File: config.mk
export PLATFORM = sky130hd
export DESIGN_NAME = base64_encoder
export DESIGN_NICKNAME = d
export VERILOG_FILES = /design/src/b64_pkg.sv /design/src/b64_front.sv /design/src/b64_queue.sv /design/src/b64_back.sv /design/src/base64_encoder.sv
export SDC_FILE = /design/constraint.sdc
export NUM_CORES = 1
export LEC_CHECK = 0
export ABC_AREA = 1
export BUFFER_PORTS_ARGS = -buffer_cell sky130_fd_sc_hd__clkbuf_2
export CORE_ASPECT_RATIO = 0.6
export CORE_MARGIN = 3
export CORE_UTILIZATION = 45
export CTS_BUF_LIST = sky130_fd_sc_hd__clkbuf_4 sky130_fd_sc_hd__clkbuf_8 sky130_fd_sc_hd__clkbuf_16
export DETAILED_ROUTE_END_ITERATION = 16
export PLACE_DENSITY_LB_ADDON = 0.12
export REMOVE_ABC_BUFFERS = 1
export SLEW_MARGIN = 30
export SYNTH_ARGS = -nofsm -noshare
export SYNTH_HDL_FRONTEND = slang
export SYNTH_SLANG_ARGS = --single-unit
File: constraint.sdc
create_clock -name clk -period 4.6 [get_ports clk]
set_input_delay 0.92 -clock clk [delete_from_list [all_inputs] [get_ports clk]]
set_output_delay 0.92 -clock clk [all_outputs]
set_load 0.02 [all_outputs]
File: src/b64_pkg.sv
package b64_pkg;

    localparam int unsigned QueueDepth = 2;
    localparam int unsigned QueuePtrW  = 1;
    localparam int unsigned QueueCntW  = 2;

    localparam logic [7:0] PadChar   = 8'h3D;
    localparam logic [1:0] LastSlice = 2'd3;

    typedef struct packed {
        logic [7:0] data_byte;
        logic       final_byte;
    } in_t;

    typedef struct packed {
        logic [7:0] out_char;
        logic       run_last;
        logic       message_last;
    } out_t;

    // One closed group: 24 data bits, number of bytes held before the
    // closing byte (0..2), and whether it ends the message.
    typedef struct packed {
        logic [23:0] bits;
        logic [1:0]  have;
        logic        fin;
    } group_t;

    function automatic logic [7:0] b64_char(input logic [5:0] v);
        logic [7:0] c;
        begin
            if (v < 6'd26)
            begin
                c = 8'h41 + {2'b00, v};
            end
            else if (v < 6'd52)
            begin
                c = 8'h61 + {2'b00, v} - 8'd26;
            end
            else if (v < 6'd62)
            begin
                c = 8'h30 + {2'b00, v} - 8'd52;
            end
            else if (v == 6'd62)
            begin
                c = 8'h2B;
            end
            else
            begin
                c = 8'h2F;
            end
            return c;
        end
    endfunction

endpackage

File: src/b64_front.sv
module b64_front (
    input  logic            clk,
    input  logic            rst_n,
    input  logic            in_valid,
    output logic            in_ready,
    input  b64_pkg::in_t    in_item,
    output logic            grp_valid,
    input  logic            grp_ready,
    output b64_pkg::group_t grp
);
    import b64_pkg::*;

    logic [1:0] count_reg, count_next;
    logic [7:0] pend0_reg, pend0_next;
    logic [7:0] pend1_reg, pend1_next;
    logic       close_grp;
    logic       take;

    // Stall on any byte while the queue is full, so ready does not
    // depend on the payload.
    assign in_ready  = grp_ready;
    assign take      = in_valid && in_ready;
    assign close_grp = in_item.final_byte || (count_reg == 2'd2);
    assign grp_valid = in_valid && close_grp;

    always_comb
    begin
        grp.have = count_reg;
        grp.fin  = in_item.final_byte;
        case (count_reg)
            2'd0:    grp.bits = {in_item.data_byte, 16'h0000};
            2'd1:    grp.bits = {pend0_reg, in_item.data_byte, 8'h00};
            default: grp.bits = {pend0_reg, pend1_reg, in_item.data_byte};
        endcase
    end

    always_comb
    begin
        count_next = count_reg;
        pend0_next = pend0_reg;
        pend1_next = pend1_reg;
        if (take)
        begin
            if (close_grp)
            begin
                count_next = 2'd0;
            end
            else
            begin
                count_next = count_reg + 2'd1;
                if (count_reg == 2'd0)
                begin
                    pend0_next = in_item.data_byte;
                end
                else
                begin
                    pend1_next = in_item.data_byte;
                end
            end
        end
    end

    always_ff @(posedge clk or negedge rst_n)
    begin
        if (!rst_n)
        begin
            count_reg <= 2'd0;
        end
        else
        begin
            count_reg <= count_next;
        end
    end

    always_ff @(posedge clk)
    begin
        pend0_reg <= pend0_next;
        pend1_reg <= pend1_next;
    end

endmodule

File: src/b64_queue.sv
module b64_queue (
    input  logic            clk,
    input  logic            rst_n,
    input  logic            wr_valid,
    output logic            wr_ready,
    input  b64_pkg::group_t wr_data,
    output logic            rd_valid,
    input  logic            rd_ready,
    output b64_pkg::group_t rd_data
);
    import b64_pkg::*;

    group_t                 slot_reg [QueueDepth];
    logic [QueuePtrW-1:0]   wr_ptr_reg, wr_ptr_next;
    logic [QueuePtrW-1:0]   rd_ptr_reg, rd_ptr_next;
    logic [QueueCntW-1:0]   cnt_reg, cnt_next;
    logic                   push;
    logic                   pop;

    assign wr_ready = (cnt_reg != QueueCntW'(QueueDepth));
    assign rd_valid = (cnt_reg != '0);
    assign rd_data  = slot_reg[rd_ptr_reg];
    assign push     = wr_valid && wr_ready;
    assign pop      = rd_valid && rd_ready;

    always_comb
    begin
        wr_ptr_next = wr_ptr_reg + QueuePtrW'(push);
        rd_ptr_next = rd_ptr_reg + QueuePtrW'(pop);
        cnt_next    = cnt_reg + QueueCntW'(push) - QueueCntW'(pop);
    end

    always_ff @(posedge clk or negedge rst_n)
    begin
        if (!rst_n)
        begin
            wr_ptr_reg <= '0;
            rd_ptr_reg <= '0;
            cnt_reg    <= '0;
        end
        else
        begin
            wr_ptr_reg <= wr_ptr_next;
            rd_ptr_reg <= rd_ptr_next;
            cnt_reg    <= cnt_next;
        end
    end

    always_ff @(posedge clk)
    begin
        if (push)
        begin
            slot_reg[wr_ptr_reg] <= wr_data;
        end
    end

endmodule

File: src/b64_back.sv
module b64_back (
    input  logic            clk,
    input  logic            rst_n,
    input  logic            grp_valid,
    output logic            grp_ready,
    input  b64_pkg::group_t grp,
    output logic            out_valid,
    input  logic            out_ready,
    output b64_pkg::out_t   out_item
);
    import b64_pkg::*;

    logic       cur_valid_reg, cur_valid_next;
    group_t     cur_reg, cur_next;
    logic [1:0] idx_reg, idx_next;
    logic       out_valid_reg, out_valid_next;
    out_t       out_reg, out_next;
    logic       advance;
    logic       load;
    logic [5:0] slice;
    logic       pad;
    out_t       ch;

    assign advance   = cur_valid_reg && (!out_valid_reg || out_ready);
    assign load      = grp_valid && (!cur_valid_reg || (advance && idx_reg == LastSlice));
    assign grp_ready = !cur_valid_reg || (advance && idx_reg == LastSlice);

    always_comb
    begin
        case (idx_reg)
            2'd0:    slice = cur_reg.bits[23:18];
            2'd1:    slice = cur_reg.bits[17:12];
            2'd2:    slice = cur_reg.bits[11:6];
            default: slice = cur_reg.bits[5:0];
        endcase
        // have + 1 real bytes fill have + 2 characters; pad the rest
        pad             = ({1'b0, idx_reg} > ({1'b0, cur_reg.have} + 3'd1));
        ch.out_char     = pad ? PadChar : b64_char(slice);
        ch.run_last     = (idx_reg == LastSlice);
        ch.message_last = cur_reg.fin && (idx_reg == LastSlice);
    end

    always_comb
    begin
        cur_valid_next = cur_valid_reg;
        cur_next       = cur_reg;
        idx_next       = idx_reg;
        out_valid_next = out_valid_reg;
        out_next       = out_reg;

        if (out_valid_reg && out_ready)
        begin
            out_valid_next = 1'b0;
        end
        if (advance)
        begin
            out_valid_next = 1'b1;
            out_next       = ch;
            idx_next       = idx_reg + 2'd1;
            if (idx_reg == LastSlice)
            begin
                cur_valid_next = 1'b0;
            end
        end
        if (load)
        begin
            cur_valid_next = 1'b1;
            cur_next       = grp;
            idx_next       = 2'd0;
        end
    end

    always_ff @(posedge clk or negedge rst_n)
    begin
        if (!rst_n)
        begin
            cur_valid_reg <= 1'b0;
            idx_reg       <= 2'd0;
            out_valid_reg <= 1'b0;
        end
        else
        begin
            cur_valid_reg <= cur_valid_next;
            idx_reg       <= idx_next;
            out_valid_reg <= out_valid_next;
        end
    end

    always_ff @(posedge clk)
    begin
        cur_reg <= cur_next;
        out_reg <= out_next;
    end

    assign out_valid = out_valid_reg;
    assign out_item  = out_reg;

endmodule

File: src/base64_encoder.sv
// Streaming base64 encoder (standard alphabet, '=' padding). One message
// byte is taken per transfer; a byte that completes three, or carries
// final_byte, closes a group that yields four characters, one per cycle
// while out_ready is held, with run_last on the fourth and message_last
// also set on the fourth of a message's last group. Bytes are taken every
// cycle while the two-entry group queue has room; the character output
// register sets the rate at one character per cycle while out_ready is
// held. A group's first character passes through the queue slot, the
// current-group register and the character output register before it appears.
module base64_encoder (
    input  logic          clk,
    input  logic          rst_n,
    input  logic          in_valid,
    output logic          in_ready,
    input  b64_pkg::in_t  in_item,
    output logic          out_valid,
    input  logic          out_ready,
    output b64_pkg::out_t out_item
);
    import b64_pkg::*;

    logic   fq_valid;
    logic   fq_ready;
    group_t fq_data;
    logic   qb_valid;
    logic   qb_ready;
    group_t qb_data;

    b64_front u_front (
        .clk       (clk),
        .rst_n     (rst_n),
        .in_valid  (in_valid),
        .in_ready  (in_ready),
        .in_item   (in_item),
        .grp_valid (fq_valid),
        .grp_ready (fq_ready),
        .grp       (fq_data)
    );

    b64_queue u_queue (
        .clk      (clk),
        .rst_n    (rst_n),
        .wr_valid (fq_valid),
        .wr_ready (fq_ready),
        .wr_data  (fq_data),
        .rd_valid (qb_valid),
        .rd_ready (qb_ready),
        .rd_data  (qb_data)
    );

    b64_back u_back (
        .clk       (clk),
        .rst_n     (rst_n),
        .grp_valid (qb_valid),
        .grp_ready (qb_ready),
        .grp       (qb_data),
        .out_valid (out_valid),
        .out_ready (out_ready),
        .out_item  (out_item)
    );

endmodule

==> results.ini <==
[logic_synthesis]
ys.flop_type=edfxtp_1
synthTopCellsByArea=edfxtp_1, nand2_1, dfrtp_1, ha_1, o21ai_0
synthTopCellsByCount=nand2_1, edfxtp_1, inv_1, o21ai_0, nor2_1
synth_top_area_frac=0.6322
synth_top_area_cell=edfxtp_1
synth_edf_count=107
syn_inst=447
ys_ff_latch=117
synthArstFlopShare=0.08547
netlist_area_sq_um=5082
syn_avg_cell_area_sq_um=11.37
synth_most_common_cell=nand2_1
synth.distinct_cells=30
ys_seq_area_frac=0.6814
yosysWarnings=0

[sta]
setup_viol=0
finClkSkew_ns=0.01322
setup_slack_ns=2.147
period_share=0.5332
drv_slew=0
rsz0062_at_grt=false
slew_headroom=0.4712
finalHoldViolCount=0
min_period_ns=2.453
fin_setup_tns_ns=0
worstMarginPinSlew_ns=0.7903
fmax_mhz=407.7

[power_and_ir_drop]
p_total_uw=4927
vdd_ir_drop_max_uv=333.7
power_leakage_uw=0.002570
power_density_nw_per_um2=822.0

[clock_tree]
clock_sinks=117
htreeDepth=4
cts_made_buffers=17
clkTransAtPathRegs_ns=0.06
holdBufCountCts=0
cts_setup_buffers=0
insertion_delay_ns=0.40
ctsResizeCount=0
cts_buffer_depth=2
clockRootBuffer=clkbuf_16
cts_tree=done

[setup_path]
cp.arrival_ns=2.60
worstSetupPathType=reg -> reg
worstPathRequired_ns=4.75
timing.rr.start=u_back.idx_reg[1]
cp_max_fo=6
cp-end-kind=register
rr_worst_depth=13
crit_start=u_back.idx_reg[1]
r2r_slack_ns=2.15
start_kind=register
regToRegEndpoint=u_back.out_item[6]

[outcome]
status=finished clean

[floorplanning]
core-area_sq_um=10780
design.die.area_sq_um=12650
die_x_um=143.2
start_util=0.4716
die_h_um=88.32
std_cell_rows=29
boundaryPins=25

[final_layout]
antenna_cells=0
area_delta_synth_final_pct=17.95
seqCellArea_sq_um=3463
drive_above_1_share=0.1573
largest_reg_flops=54
nets=514
fillers=887
multi_input_area_sq_um=1390
final_cell_area_sq_um=5995

[global_routing]
grt_usage=0.1623
grt_max_degree=29
grt_pass1_wl_um=14900
grt_pass1_vias=2892
grt_overflow_total=0
grt_antenna_before_repair=0

[detailed_routing]
routed_wl_um=9197
drtPass1Iterations=4
wl_per_cell_um=14.48
ant_nets=0
dr.first_iter.drc_count=228
remaining_drc_errors=0
num_vias=3013
via_per_inst=4.745

[min_path]
hold_class=in -> async

[job]
cap_violations=0

[placement]
dpl_cell_area_sq_um=5350
hpwl_um=6150
dp_slack_ns=1.834
portBuffers=24
gp_congestion=0.8406

area by class of cell:
class / instances / share of cell area
multi-input cells: 273 / 0.2319
inverters: 46 / 0.02880
well taps: 139 / 0.02901
flip-flops and latches: 117 / 0.5777
clock inverters: 11 / 0.03047
repair buffers: 28 / 0.02505
clock buffers: 21 / 0.07702
how the worst max path moves through the flow:
stage / end / slack, ns / depth (start not counted)
final: u_back.out_item[6] / 2.15 / 13
after global routing: u_back.out_item[4] / 1.89 / 13
after CTS: u_queue.cnt_reg[1] / 2.15 / 10
after detailed placement: u_queue.cnt_reg[0] / 1.83 / 11
after global placement: u_queue.cnt_reg[0] / 1.91 / 11
after floorplan: u_queue.cnt_reg[0] / 1.81 / 9
power breakdown:
part	internal [uW]	total (uW)	leakage, uW	switching (uW)
Clock	987	1420	0.000321	433
Sequential	1670	1760	0.00112	96.9
Combinational	535	1750	0.00113	1210
Total	3190	4930	0.00257	1740
kinds of logic after synthesis:
group / after synthesis / synth area share
compound gates: 51 / 0.06229
xor+xnor: 6 / 0.01034
fa+ha+maj: 18 / 0.04431
buf+inv: 57 / 0.04505
flops: 117 / 0.6814
simple gates: 198 / 0.1566
placed cells by master, fill, tap and decap left out:
cell	n
a21oi_1	5
a21oi_2	2
a31oi_1	1
and2_1	1
buf_4	4
bufinv_16	5
clkbuf_16	17
clkbuf_2	24
clkbuf_4	3
clkbuf_8	1
clkinv_2	5
clkinvlp_4	1
dfrtp_1	10
edfxtp_1	107
ha_1	18
inv_1	43
inv_2	3
nand2_1	148
nand2_2	4
nand2_4	1
nand3_1	17
nor2_1	22
nor2_2	2
nor3_1	1
o21ai_0	33
o21ai_1	3
o21ai_2	1
o21ai_4	1
o21bai_1	1
o21bai_2	1
o21bai_4	2
o22ai_1	1
or2_1	1
or2_2	1
xnor2_1	3
xor2_1	3
critical path: stages, from the launching register on:
cell	delay, ns
dfrtp_1	0.39
inv_1	0.10
ha_1	0.33
nand2_1	0.13
nand2_1	0.06
o22ai_1	0.30
inv_1	0.11
ha_1	0.26
inv_1	0.08
nand3_1	0.11
nand2_1	0.08
nor2_1	0.04
o21ai_0	0.15
nand2_1	0.07
stage by stage:
stage | utilization | hold slack (ns) | cells
2_1_floorplan | - | 0.4814 | 436
3_3_place_gp | 0.4965 | 0.4856 | 603
3_5_place_dp | 0.4965 | 0.4969 | 603
4_1_cts | 0.5563 | 0.3711 | 635
5_1_grt | 0.5563 | 0.3767 | 635
6_report | 0.5563 | 0.3798 | 635
per-layer routing:
metal	vias to the layer above	part of all wire	track usage	routed length [um]
met5	-	0	0	0
met2	56	0.42	0.2274	3869
met1	1380	0.52	0.2341	4810
li1	1571	-	-	-
met3	6	0.047	0.05562	431
met4	0	0.0094	0.06299	86
No activity file was read; power rests on OpenSTA's default activity.
